<file path="src/hdl/cwsp_pkg.sv">
// cwsp_pkg: shared types, constants and helpers for the command line word splitter
// used by every module of the splitter; depends on nothing else

package cwsp_pkg;

   // request and result payloads
   typedef struct packed {
      logic       cmd;
      logic [7:0] in_byte;
   } req_type;

   typedef struct packed {
      logic [1:0] kind;
      logic [7:0] out_byte;
      logic [7:0] arg_count;
      logic       last_of_run;
   } rsp_type;

   // one queued run: the results that one request causes, in emission order
   typedef struct packed {
      logic       emit_byte;
      logic [7:0] data_byte;
      logic       emit_arg_end;
      logic       emit_cmd_end;
      logic [7:0] count;
   } run_type;

   // request command codes
   localparam logic CMD_BYTE = 1'b0;
   localparam logic CMD_END  = 1'b1;

   // result kinds
   localparam logic [1:0] KIND_BYTE    = 2'd0;
   localparam logic [1:0] KIND_ARG_END = 2'd1;
   localparam logic [1:0] KIND_CMD_END = 2'd2;

   // special characters
   localparam logic [7:0] CHAR_BACKSLASH = 8'h5c;
   localparam logic [7:0] CHAR_SQUOTE    = 8'h27;
   localparam logic [7:0] CHAR_DQUOTE    = 8'h22;
   localparam logic [7:0] CHAR_SPACE     = 8'h20;
   localparam logic [7:0] CHAR_TAB       = 8'h09;
   localparam logic [7:0] CHAR_CR        = 8'h0d;

   // run queue between front and back
   localparam int QUEUE_DEPTH = 4;
   localparam int QUEUE_AW    = $clog2(QUEUE_DEPTH);
   localparam int QUEUE_CW    = $clog2(QUEUE_DEPTH + 1);

   // register port
   localparam int          CSR_ADDR_W     = 3;
   localparam int          CSR_DATA_W     = 32;
   localparam logic        CSR_IDX_LIMIT  = 1'b0;
   localparam logic [7:0]  ARG_LIMIT_INIT = 8'd127;

   // whitespace: tab through carriage return, and space
   function automatic logic is_white(input logic [7:0] b);
      is_white = (b == CHAR_SPACE) || ((b >= CHAR_TAB) && (b <= CHAR_CR));
   endfunction

endpackage

</file>
<file path="src/hdl/cwsp_front.sv">
// cwsp_front: accepts requests, tracks quote/escape/argument state, builds result runs
// depends on cwsp_pkg

module cwsp_front (
   input  logic              clock,
   input  logic              reset,
   input  logic              req_valid,
   output logic              req_stall,
   input  cwsp_pkg::req_type req_data,
   input  logic [7:0]        arg_limit,
   input  logic              q_full,
   output logic              q_push,
   output cwsp_pkg::run_type q_data
);

   // phase codes
   localparam logic [1:0] PH_BETWEEN = 2'd0;
   localparam logic [1:0] PH_IN_ARG  = 2'd1;
   localparam logic [1:0] PH_IGNORE  = 2'd2;

   // open quote codes
   localparam logic [1:0] Q_NONE   = 2'd0;
   localparam logic [1:0] Q_SINGLE = 2'd1;
   localparam logic [1:0] Q_DOUBLE = 2'd2;

   logic [1:0] phase_ff, phase_in;
   logic [1:0] quote_ff, quote_in;
   logic       esc_ff, esc_in;
   logic [7:0] args_ff, args_in;

   logic              accept;
   logic              white;
   logic              process;
   logic [1:0]        eff_quote;
   logic              eff_esc;
   logic [1:0]        byte_quote;
   cwsp_pkg::run_type run;

   assign req_stall = q_full;
   assign accept    = req_valid && !req_stall;
   assign white     = cwsp_pkg::is_white(req_data.in_byte);

   // next state and run for the request at the port
   always_comb begin
      phase_in  = phase_ff;
      quote_in  = quote_ff;
      esc_in    = esc_ff;
      args_in   = args_ff;
      process   = 1'b0;
      eff_quote = quote_ff;
      eff_esc   = esc_ff;

      run.emit_byte    = 1'b0;
      run.data_byte    = req_data.in_byte;
      run.emit_arg_end = 1'b0;
      run.emit_cmd_end = 1'b0;
      run.count        = args_ff;

      byte_quote = (req_data.in_byte == cwsp_pkg::CHAR_SQUOTE) ? Q_SINGLE : Q_DOUBLE;

      if (req_data.cmd == cwsp_pkg::CMD_END) begin
         // end of string: flush a pending backslash, close the argument, report
         if (phase_ff == PH_IN_ARG) begin
            run.emit_byte    = esc_ff;
            run.data_byte    = cwsp_pkg::CHAR_BACKSLASH;
            run.emit_arg_end = 1'b1;
         end
         run.emit_cmd_end = 1'b1;
         phase_in = PH_BETWEEN;
         quote_in = Q_NONE;
         esc_in   = 1'b0;
         args_in  = '0;
      end else begin
         // argument start or limit check
         unique case (phase_ff)
            PH_BETWEEN: begin
               if (!white) begin
                  if (args_ff >= arg_limit) begin
                     phase_in = PH_IGNORE;
                  end else begin
                     phase_in  = PH_IN_ARG;
                     eff_quote = Q_NONE;
                     eff_esc   = 1'b0;
                     process   = 1'b1;
                  end
               end
            end
            PH_IN_ARG: process = 1'b1;
            default:   process = 1'b0;
         endcase

         // byte handling inside an argument
         if (process) begin
            quote_in = eff_quote;
            esc_in   = eff_esc;
            if (eff_esc) begin
               esc_in        = 1'b0;
               run.emit_byte = 1'b1;
            end else if (req_data.in_byte == cwsp_pkg::CHAR_BACKSLASH) begin
               esc_in = 1'b1;
            end else if ((req_data.in_byte == cwsp_pkg::CHAR_SQUOTE) ||
                         (req_data.in_byte == cwsp_pkg::CHAR_DQUOTE)) begin
               if (eff_quote == Q_NONE) begin
                  quote_in = byte_quote;
               end else if (eff_quote == byte_quote) begin
                  quote_in = Q_NONE;
               end else begin
                  run.emit_byte = 1'b1;
               end
            end else if (white && (eff_quote == Q_NONE)) begin
               args_in          = args_ff + 8'd1;
               phase_in         = PH_BETWEEN;
               run.emit_arg_end = 1'b1;
            end else begin
               run.emit_byte = 1'b1;
            end
         end
      end
   end

   assign q_push = accept && (run.emit_byte || run.emit_arg_end || run.emit_cmd_end);
   assign q_data = run;

   // string state
   always_ff @(posedge clock) begin
      if (reset) begin
         phase_ff <= PH_BETWEEN;
         quote_ff <= Q_NONE;
         esc_ff   <= 1'b0;
         args_ff  <= '0;
      end else if (accept) begin
         phase_ff <= phase_in;
         quote_ff <= quote_in;
         esc_ff   <= esc_in;
         args_ff  <= args_in;
      end
   end

endmodule

</file>
<file path="src/hdl/cwsp_queue.sv">
// cwsp_queue: small first-in first-out queue of result runs between front and back
// depends on cwsp_pkg

module cwsp_queue (
   input  logic              clock,
   input  logic              reset,
   input  logic              push,
   input  cwsp_pkg::run_type push_data,
   input  logic              pop,
   output cwsp_pkg::run_type pop_data,
   output logic              not_empty,
   output logic              full
);

   cwsp_pkg::run_type entry_ff [cwsp_pkg::QUEUE_DEPTH];

   logic [cwsp_pkg::QUEUE_AW-1:0] wr_ptr_ff, wr_ptr_in;
   logic [cwsp_pkg::QUEUE_AW-1:0] rd_ptr_ff, rd_ptr_in;
   logic [cwsp_pkg::QUEUE_CW-1:0] count_ff, count_in;

   assign not_empty = (count_ff != '0);
   assign full      = (count_ff == cwsp_pkg::QUEUE_CW'(cwsp_pkg::QUEUE_DEPTH));
   assign pop_data  = entry_ff[rd_ptr_ff];

   // pointer and fill count update
   always_comb begin
      wr_ptr_in = wr_ptr_ff;
      rd_ptr_in = rd_ptr_ff;
      count_in  = count_ff;
      if (push) begin
         wr_ptr_in = wr_ptr_ff + 1'b1;
      end
      if (pop) begin
         rd_ptr_in = rd_ptr_ff + 1'b1;
      end
      if (push && !pop) begin
         count_in = count_ff + 1'b1;
      end else if (pop && !push) begin
         count_in = count_ff - 1'b1;
      end
   end

   always_ff @(posedge clock) begin
      if (reset) begin
         wr_ptr_ff <= '0;
         rd_ptr_ff <= '0;
         count_ff  <= '0;
      end else begin
         wr_ptr_ff <= wr_ptr_in;
         rd_ptr_ff <= rd_ptr_in;
         count_ff  <= count_in;
      end
   end

   // entry storage
   always_ff @(posedge clock) begin
      if (push) begin
         entry_ff[wr_ptr_ff] <= push_data;
      end
   end

endmodule

</file>
<file path="src/hdl/cwsp_back.sv">
// cwsp_back: takes runs from the queue and hands out their results one per cycle unless the receiver stalls
// depends on cwsp_pkg

module cwsp_back (
   input  logic              clock,
   input  logic              reset,
   input  logic              q_valid,
   input  cwsp_pkg::run_type q_data,
   output logic              q_pop,
   output logic              rsp_valid,
   input  logic              rsp_stall,
   output cwsp_pkg::rsp_type rsp_data
);

   cwsp_pkg::run_type cur_ff, cur_in;
   logic              cur_valid_ff, cur_valid_in;

   cwsp_pkg::run_type rest;
   logic              fire;
   logic              done;

   assign rsp_valid = cur_valid_ff;

   // leading result of the current run and what remains after it
   always_comb begin
      rest = cur_ff;
      rsp_data.out_byte = '0;
      if (cur_ff.emit_byte) begin
         rsp_data.kind        = cwsp_pkg::KIND_BYTE;
         rsp_data.out_byte    = cur_ff.data_byte;
         rsp_data.arg_count   = cur_ff.count;
         rsp_data.last_of_run = !(cur_ff.emit_arg_end || cur_ff.emit_cmd_end);
         rest.emit_byte       = 1'b0;
      end else if (cur_ff.emit_arg_end) begin
         rsp_data.kind        = cwsp_pkg::KIND_ARG_END;
         rsp_data.arg_count   = cur_ff.count + 8'd1;
         rsp_data.last_of_run = !cur_ff.emit_cmd_end;
         rest.emit_arg_end    = 1'b0;
         rest.count           = cur_ff.count + 8'd1;
      end else begin
         rsp_data.kind        = cwsp_pkg::KIND_CMD_END;
         rsp_data.arg_count   = cur_ff.count;
         rsp_data.last_of_run = 1'b1;
         rest.emit_cmd_end    = 1'b0;
      end
   end

   // advance within a run, load the next run as the current one finishes
   assign fire  = cur_valid_ff && !rsp_stall;
   assign done  = fire && rsp_data.last_of_run;
   assign q_pop = q_valid && (!cur_valid_ff || done);

   always_comb begin
      cur_valid_in = cur_valid_ff;
      cur_in       = cur_ff;
      if (q_pop) begin
         cur_valid_in = 1'b1;
         cur_in       = q_data;
      end else if (done) begin
         cur_valid_in = 1'b0;
      end else if (fire) begin
         cur_in = rest;
      end
   end

   always_ff @(posedge clock) begin
      if (reset) begin
         cur_valid_ff <= 1'b0;
      end else begin
         cur_valid_ff <= cur_valid_in;
      end
   end

   always_ff @(posedge clock) begin
      cur_ff <= cur_in;
   end

endmodule

</file>
<file path="src/hdl/command_line_word_splitter_unit.sv">
// command_line_word_splitter_unit: top level of the command line word splitter
// depends on cwsp_pkg, cwsp_front, cwsp_queue, cwsp_back

// Splits a command string, one byte per request, into arguments. A request
// with cmd 0 carries a string byte, cmd 1 ends the string. Results are
// argument bytes, argument ends and a command end carrying the final count;
// last_of_run marks the final result of each request. The front accepts one
// request per cycle while the run queue is not full and turns it into a run
// of zero to three results, which waits in a four-entry run queue; the back
// hands out one result per cycle unless the receiver stalls. A string end
// inside an argument gives three results with a pending backslash and two
// without; every other request gives at most one. arg_limit (register 0,
// byte address 0) is to be written through the register port only while
// the block is idle, which it does not enforce; it is read back on the same port.

module command_line_word_splitter_unit (
   input  logic                            clock,
   input  logic                            reset,
   input  logic                            req_valid,
   output logic                            req_stall,
   input  cwsp_pkg::req_type               req_data,
   output logic                            rsp_valid,
   input  logic                            rsp_stall,
   output cwsp_pkg::rsp_type               rsp_data,
   input  logic                            csr_psel,
   input  logic                            csr_penable,
   input  logic                            csr_pwrite,
   input  logic [cwsp_pkg::CSR_ADDR_W-1:0] csr_paddr,
   input  logic [cwsp_pkg::CSR_DATA_W-1:0] csr_pwdata,
   output logic [cwsp_pkg::CSR_DATA_W-1:0] csr_prdata,
   output logic                            csr_pready
);

   logic [7:0] arg_limit_ff;

   logic              q_push;
   cwsp_pkg::run_type q_push_data;
   logic              q_pop;
   cwsp_pkg::run_type q_pop_data;
   logic              q_not_empty;
   logic              q_full;
   logic              csr_hit;

   // register port
   assign csr_pready = 1'b1;
   assign csr_hit    = (csr_paddr[2] == cwsp_pkg::CSR_IDX_LIMIT);
   assign csr_prdata = csr_hit ? {{(cwsp_pkg::CSR_DATA_W-8){1'b0}}, arg_limit_ff} : '0;

   always_ff @(posedge clock) begin
      if (reset) begin
         arg_limit_ff <= cwsp_pkg::ARG_LIMIT_INIT;
      end else if (csr_psel && csr_penable && csr_pwrite && csr_pready && csr_hit) begin
         arg_limit_ff <= csr_pwdata[7:0];
      end
   end

   // request parsing
   cwsp_front u_front (
      .clock     (clock),
      .reset     (reset),
      .req_valid (req_valid),
      .req_stall (req_stall),
      .req_data  (req_data),
      .arg_limit (arg_limit_ff),
      .q_full    (q_full),
      .q_push    (q_push),
      .q_data    (q_push_data)
   );

   // run queue
   cwsp_queue u_queue (
      .clock     (clock),
      .reset     (reset),
      .push      (q_push),
      .push_data (q_push_data),
      .pop       (q_pop),
      .pop_data  (q_pop_data),
      .not_empty (q_not_empty),
      .full      (q_full)
   );

   // result emission
   cwsp_back u_back (
      .clock     (clock),
      .reset     (reset),
      .q_valid   (q_not_empty),
      .q_data    (q_pop_data),
      .q_pop     (q_pop),
      .rsp_valid (rsp_valid),
      .rsp_stall (rsp_stall),
      .rsp_data  (rsp_data)
   );

endmodule

</file>
<file path="config.mk">
export PLATFORM = sky130hd
export DESIGN_NAME = command_line_word_splitter_unit
export DESIGN_NICKNAME = d
export VERILOG_FILES = /design/src/hdl/cwsp_pkg.sv /design/src/hdl/cwsp_front.sv /design/src/hdl/cwsp_queue.sv /design/src/hdl/cwsp_back.sv /design/src/hdl/command_line_word_splitter_unit.sv
export SDC_FILE = /design/constraint.sdc
export NUM_CORES = 1
export LEC_CHECK = 0
export CAP_MARGIN = 10
export CELL_PAD_IN_SITES_DETAIL_PLACEMENT = 1
export CELL_PAD_IN_SITES_GLOBAL_PLACEMENT = 2
export CORE_AREA = 8 8 137 139
export DETAILED_ROUTE_END_ITERATION = 10
export DIE_AREA = 0 0 145 147
export DONT_BUFFER_PORTS = 1
export PLACE_DENSITY = 0.67
export SLEW_MARGIN = 15
export SYNTH_ARGS = -nofsm -noshare
export SYNTH_HDL_FRONTEND = slang
export SYNTH_SLANG_ARGS = --single-unit
</file>
<file path="constraint.sdc">
create_clock -name clock -period 9.7 [get_ports clock]
set_clock_uncertainty 0.15 [all_clocks]
set_input_delay 1.94 -clock clock [delete_from_list [all_inputs] [get_ports clock]]
set_output_delay 1.94 -clock clock [all_outputs]
set_load 0.005 [all_outputs]
</file>
# Word level (Yosys, flattened, before mapping)

Memory sizes are Yosys's and may differ from the RTL's. A register that Yosys moved wholly into a read port is not among the register bits.
Cells that the tools add are included.

$add $sub $neg: 6
Multiply operators: 0
Div/mod/pow operators: 0
Magnitude comparators: 3
Eq/ne operators: 13
Shifts and indexed selects: 0
Mux-type cells: 76
Bitwise logic cells: 1
Reductions and logical operators: 40

Operators with widths:

| cell                | count |
|---|---|
| $mux 8              | 10 |
| $mux 19             | 3 |
| $mux 2              | 25 |
| $mux 1              | 31 |
| $eq 8x6->1 const B  | 3 |
| $mux 10             | 2 |
| $mux 9              | 2 |
| $add 8x1->8 const B | 2 |
| $logic_and 1x1->1   | 12 |
| $ne 2x2->1 const B  | 6 |
| $reduce_bool 2->1   | 6 |
| $eq 8x7->1 const B  | 1 |
| $ge 8x4->1 const B  | 1 |
| $ge 8x8->1          | 1 |
| $le 8x4->1 const B  | 1 |
| $reduce_and 4->1    | 2 |
| $logic_not 1->1     | 7 |
| $logic_or 1x1->1    | 6 |
| $mux 3              | 2 |
| $reduce_and 6->1    | 1 |
| $add 2x1->2 const B | 2 |
| $logic_not 2->1     | 2 |
| $reduce_and 2->1    | 2 |
| $add 3x1->3 const B | 1 |
| other kinds (8)     | 8 |

Register bits: 48
Latch bits: 0
Memory bits (writable): 76
Memory bits (read-only): 0
Input bits: 51
Logic and storage cells: 154
Memories kept: 1

Memory list:

| name             | depth | bits a word | rd ports | clocked after Yosys merged registers in | wr ports | line             | RTL |
|---|---|---|---|---|---|---|---|
| u_queue.entry_ff | 4     | 19          | 1        | 1                                       | 1        | cwsp_queue.sv:15 | `cwsp_pkg::run_type entry_ff [cwsp_pkg::QUEUE_DEPTH];` |

# Longest topological paths before layout

Word-level depth: 21
Depth in mapped cells: 15

# Modules after synthesis

Synthesis repeated with hierarchy kept, for this count alone.

Cells, all modules: 482
Area, all modules: 6150.9 um^2

Modules (own cells, without submodules):

| module                          | instances | cells each | area each (um^2) | seq. area each (um^2) |
|---|---|---|---|---|
| cwsp_queue                      | 1         | 143        | 3215.6           | 2462.4 |
| cwsp_front                      | 1         | 163        | 1191.1           | 260.2 |
| cwsp_back                       | 1         | 106        | 1148.6           | 590.6 |
| command_line_word_splitter_unit | 1         | 70         | 595.6            | 160.2 |

# Least setup slack after synthesis

No wires, ideal clock.

Path kind: input to register
From: input port req_data[0] (netlist name)
To: register u_queue.count_ff[2] (netlist name)
Setup time: 70 ps
Data arrival time: 4382 ps
Required time: 9480 ps
Setup slack: 5098 ps
Stages on the path: 12
Path buffers: 0
Path through: or2_1 nand3_1 nand2_1 a2111oi_2 a21oi_4 a21oi_2 ha_1 inv_1 fa_1 xor2_1 or3_1 a21oi_1

Cells in the longest elaborated chain, start to end: 20
Elaborated cells between the ends (all ways): 44

Ends and longest elaborated chain:

| what                                          | line                                                    | RTL |
|---|---|---|
| from (decl)                                   | command_line_word_splitter_unit.sv:21                   | `input cwsp_pkg::req_type req_data,` |
| $ge 8x4->1 or $le 8x4->1 (tied branches)      | cwsp_pkg.sv:58                                          | `is_white = (b == CHAR_SPACE) \|\| ((b >= CHAR_TAB) && (b <= CHAR_CR));` |
| $logic_and 1x1->1                             | cwsp_pkg.sv:58                                          |  |
| $logic_or 1x1->1                              | cwsp_pkg.sv:58                                          |  |
| $mux 2                                        | cwsp_front.sv:77                                        | `if (!white) begin` |
| $mux 2                                        | cwsp_front.sv:75                                        | `unique case (phase_ff)` |
| $mux 2                                        | cwsp_front.sv:61                                        | `if (req_data.cmd == cwsp_pkg::CMD_END) begin` |
| $eq 2x2->1 or $logic_not 2->1 (tied branches) | cwsp_front.sv:105, cwsp_front.sv:103, cwsp_front.sv:110 |  |
| $mux 1 or $logic_and 1x1->1 (tied branches)   | cwsp_front.sv:105, cwsp_front.sv:110                    |  |
| (+4 left out)                                 | --                                                      |  |
| $mux 1                                        | cwsp_front.sv:93                                        | `if (process) begin` |
| $mux 1                                        | cwsp_front.sv:61                                        |  |
| $logic_or 1x1->1 * (2 in series)              | cwsp_front.sv:121                                       | `assign q_push = accept && (run.emit_byte \|\| run.emit_arg_end \|\| run.emit_cmd_end);` |
| $logic_and 1x1->1 *                           | cwsp_front.sv:121                                       |  |
| net q_push                                    | command_line_word_splitter_unit.sv:36                   | `logic q_push;` |
| $logic_not 1->1                               | cwsp_queue.sv:38                                        | `end else if (pop && !push) begin` |
| $logic_and 1x1->1                             | cwsp_queue.sv:38                                        |  |
| $reduce_bool 2->1 (no source line)            | --                                                      |  |
| to (signal assigned)                          | cwsp_queue.sv:51                                        | `count_ff <= count_in;` |
| to (decl)                                     | cwsp_queue.sv:19                                        | `logic [cwsp_pkg::QUEUE_CW-1:0] count_ff, count_in;` |

The timed path passes the listed nets; every way through them passes the cells marked *. The select of a mux whose other input is x is not followed.
A chain may end at the register's enable or synchronous reset.

# Final worst setup path

From: input port req_data[1] (netlist name)
To: register u_queue.count_ff[2] (netlist name)

The elaborated chain is that of the path after synthesis.

==> results.sh <==
export IMPL_status="finished, final reports clean"
export IMPL_swShare=0.274
export IMPL_final_cell_mix="edfxtp_1, nor2_1, dfxtp_1"
export IMPL_crit_chain="nor4b_1 -> o21ai_1 -> nand2_1 -> or3_1 -> a21oi_4 -> a21oi_2 -> ha_1 -> inv_1 -> fa_1 -> xor2_1 -> or3_1 -> a21oi_1"
export IMPL_syn_avg_cell_area_um2=12.9
export IMPL_crit_top_cell="or3_1"
export IMPL_start_util=0.352
export IMPL_final_min_clock_period_ns=4.59
export IMPL_grt_ovfl_total=0
export IMPL_postLayoutSetupSlackWorst_ns=5.11
export IMPL_power_mw=1.82
export IMPL_slew_violations=0
export IMPL_ir_drop_uv=138
export IMPL_postCtsSetupRepairBufs=0
export IMPL_fp_dieH_um=147
export IMPL_worstSkewPairLatency_ns=0.41
export IMPL_yosysTopAreaCellShare=0.484
export IMPL_crit_path_end_kind="flop"
export IMPL_area_growth_pct=12.3
export IMPL_firstDrtPassIters=4
export IMPL_tritoncts="done"
export IMPL_grt_pass1_wl_um=19300
export IMPL_antenna_found_initial=0
export IMPL_vias=3386
export IMPL_intPower_mw=1.32
export IMPL_drtIter0Drc=144
export IMPL_cts_hold_buf=0
export IMPL_rsz0062_at_grt="false"
export IMPL_drc=0
export IMPL_path_delay_family="simple AND/OR/NAND/NOR gates"
export IMPL_synth_async_reset_ratio=0
export IMPL_place_ws_ns=4.66
export IMPL_hp_start="arg_limit_ff[7]"
export IMPL_cts_buffers=17
export IMPL_track_usage=0.116
export IMPL_cp_slowest_cell="a21oi_2"
export IMPL_htree_levels=4
export IMPL_finalNetCount=525
export IMPL_seqPwrFrac=0.426
export IMPL_ys_seq_elements=126
export IMPL_path_clk_slew_ns=0.05
export IMPL_final_common_cell="edfxtp_1"
export IMPL_p_leak_nw=2.37
export IMPL_cap_violations=0
export IMPL_r2r_start="u_front.args_ff[0]"
export IMPL_synth_edf_count=95
export IMPL_crit_arrival_ns=4.79
export IMPL_fill_cells=1748
export IMPL_dp_hpwl_um=8220
export IMPL_critPathLaunchType="primary input"
export IMPL_io_buffers=0
export IMPL_max_freq_ghz=0.218
export IMPL_tightest_slew_ns=1.03
export IMPL_critPathMaxFanout=8
export IMPL_yosysSeqAreaShare=0.590
export IMPL_wl_per_cell_um=16.9
export IMPL_io_pins=105
export IMPL_power_density_mw_per_mm2=274
export IMPL_ctsResizeCount=0
export IMPL_cp_required_ns=9.90
export IMPL_diodes=0
export IMPL_die_w_um=145
export IMPL_place_gp_congestion=0.706
export IMPL_max_stage_delay_ns=0.38
export IMPL_timing_final_crit_share=0.473
export IMPL_clockBufferDepth=2
export IMPL_max_slew_margin=0.304
export IMPL_setup_violations=0
export IMPL_grt_pass1_vias=3632
export IMPL_yosys_top_cells_area="edfxtp_1, dfxtp_1, mux4_2"
export IMPL_synth_top_flop_cell="edfxtp_1"
export IMPL_critPathKind="primary input to flop"
export IMPL_fp_coreArea_mm2=0.0168
export IMPL_dieArea_mm2=0.0213
export IMPL_hold_path_class="flop to flop"
export IMPL_ys_types=54
export IMPL_clockRootBuffer="clkbuf_16"
export IMPL_setup_tns_ns=0
export IMPL_drive_above_1_share=0.117
export IMPL_wirelength_um=11800
export IMPL_startpoint="req_data[1]"
export IMPL_place_inst=664
export IMPL_routed_via_density=4.86
export IMPL_syn_cell_area_mm2=0.00589
export IMPL_comb_power_share=0.219
export IMPL_ant_nets=0
export IMPL_postSynthCellCount=456
export IMPL_grt_max_degree=28
export IMPL_fin_cells=696
export IMPL_rows=48
export IMPL_ys_warn_count=0
export IMPL_p_sw_mw=0.497
export IMPL_hold_viol_final=0
export IMPL_clock_sinks=126
export IMPL_yosysTopAreaCell="edfxtp_1"
export IMPL_power_share_clock=0.355
export IMPL_finish_utilization=0.395
export IMPL_crit_buf_inv=1
## routing by layer
| metal | up-vias | track usage | share of wire |
|---|---|---|---|
| met5 | - | 0 | 0 |
| met4 | 0 | 0.0437 | 0.0068 |
| met3 | 9 | 0.0474 | 0.064 |
| met2 | 86 | 0.177 | 0.45 |
| met1 | 1667 | 0.143 | 0.48 |
| li1 | 1624 | - | - |
## kinds of logic (layout without fill, tap and decap cells)
| group | count (synthesis) | after routing | synth area share |
|---|---|---|---|
| fa+ha+maj | 16 | 16 | 0.0353 |
| buf+inv | 59 | 51 | 0.0552 |
| mux | 24 | 24 | 0.0824 |
| simple gates | 154 | 154 | 0.137 |
| other cells | 2 | 25 | 0.00127 |
| compound gates | 52 | 52 | 0.0648 |
| flops | 126 | 126 | 0.590 |
| xor+xnor | 23 | 23 | 0.0342 |
## flip-flops by register name (all words and copies together) (netlist names), 2 cells and up, named ones only
register,count
u_queue.entry_ff,76
u_back.cur_ff,19
arg_limit_ff,8
u_front.args_ff,8
u_queue.count_ff,3
u_front.phase_ff,2
u_front.quote_ff,2
u_queue.rd_ptr_ff,2
u_queue.wr_ptr_ff,2
## cells in the mapped netlist (2+ instances only)
cell type  instances
edfxtp_1          95
nor2_1            50
dfxtp_1           31
and2_1            28
buf_4             25
mux4_2            19
inv_1             17
a21oi_1           16
nand2_1           16
ha_1              15
clkbuf_1          13
xor2_1            13
nand2b_1          10
nand4_1           10
xnor2_1           10
nor3_1             9
o21ai_0            8
a211o_1            6
a31oi_1            5
and3_1             4
nand3_1            4
nor2b_1            4
a21o_1             3
nand3b_1           3
nand4b_1           3
nor3b_1            3
a2111oi_2          2
buf_2              2
conb_1             2
mux2_2             2
mux2i_1            2
o21ai_1            2
or2_0              2
or3_1              2
## worst min-delay path, cell delays in order (launching register included)
cell     delay (ns)
dfxtp_1        0.30
nand2_1        0.05
a21oi_1        0.05
## layout make-up
class                           count  area (um^2)  share of cell area
Inverter                           17         63.8             0.00965
Clock buffer                       23          458              0.0692
Timing Repair Buffer                2         15.0             0.00227
Multi-Input combinational cell    294         2180               0.330
Tap cell                          225          282              0.0426
Sequential cell                   126         3470               0.525
Clock inverter                      9          140              0.0212
## final timing paths
path                         endpoint  slack (ns)  depth (start not counted)
setup / recovery  u_queue.count_ff[2]        5.11                         12
hold / removal        arg_limit_ff[7]        0.30                          2
setup reg to reg  u_queue.count_ff[2]        5.90                         14
hold reg to reg       arg_limit_ff[7]        0.30                          2
## stage by stage
step	area [um^2]	hold WS, ns
after floorplan	5980	0.286
after global placement	6020	0.291
after detailed placement	6020	0.295
after CTS	6620	0.303
after global routing	6620	0.329
final	6620	0.298
## power groups by stage
| stage | Sequential, mW | Clock [mW] | Combinational [mW] |
|---|---|---|---|
| global placement | 0.781 | 0 | 0.397 |
| global route | 0.787 | 0.683 | 0.454 |
| finish | 0.773 | 0.645 | 0.398 |
| CTS | 0.776 | 0.659 | 0.410 |
| floorplan | 0.751 | 0 | 0.348 |
| detailed placement | 0.786 | 0 | 0.408 |
(Power assumes the default switching activity.)
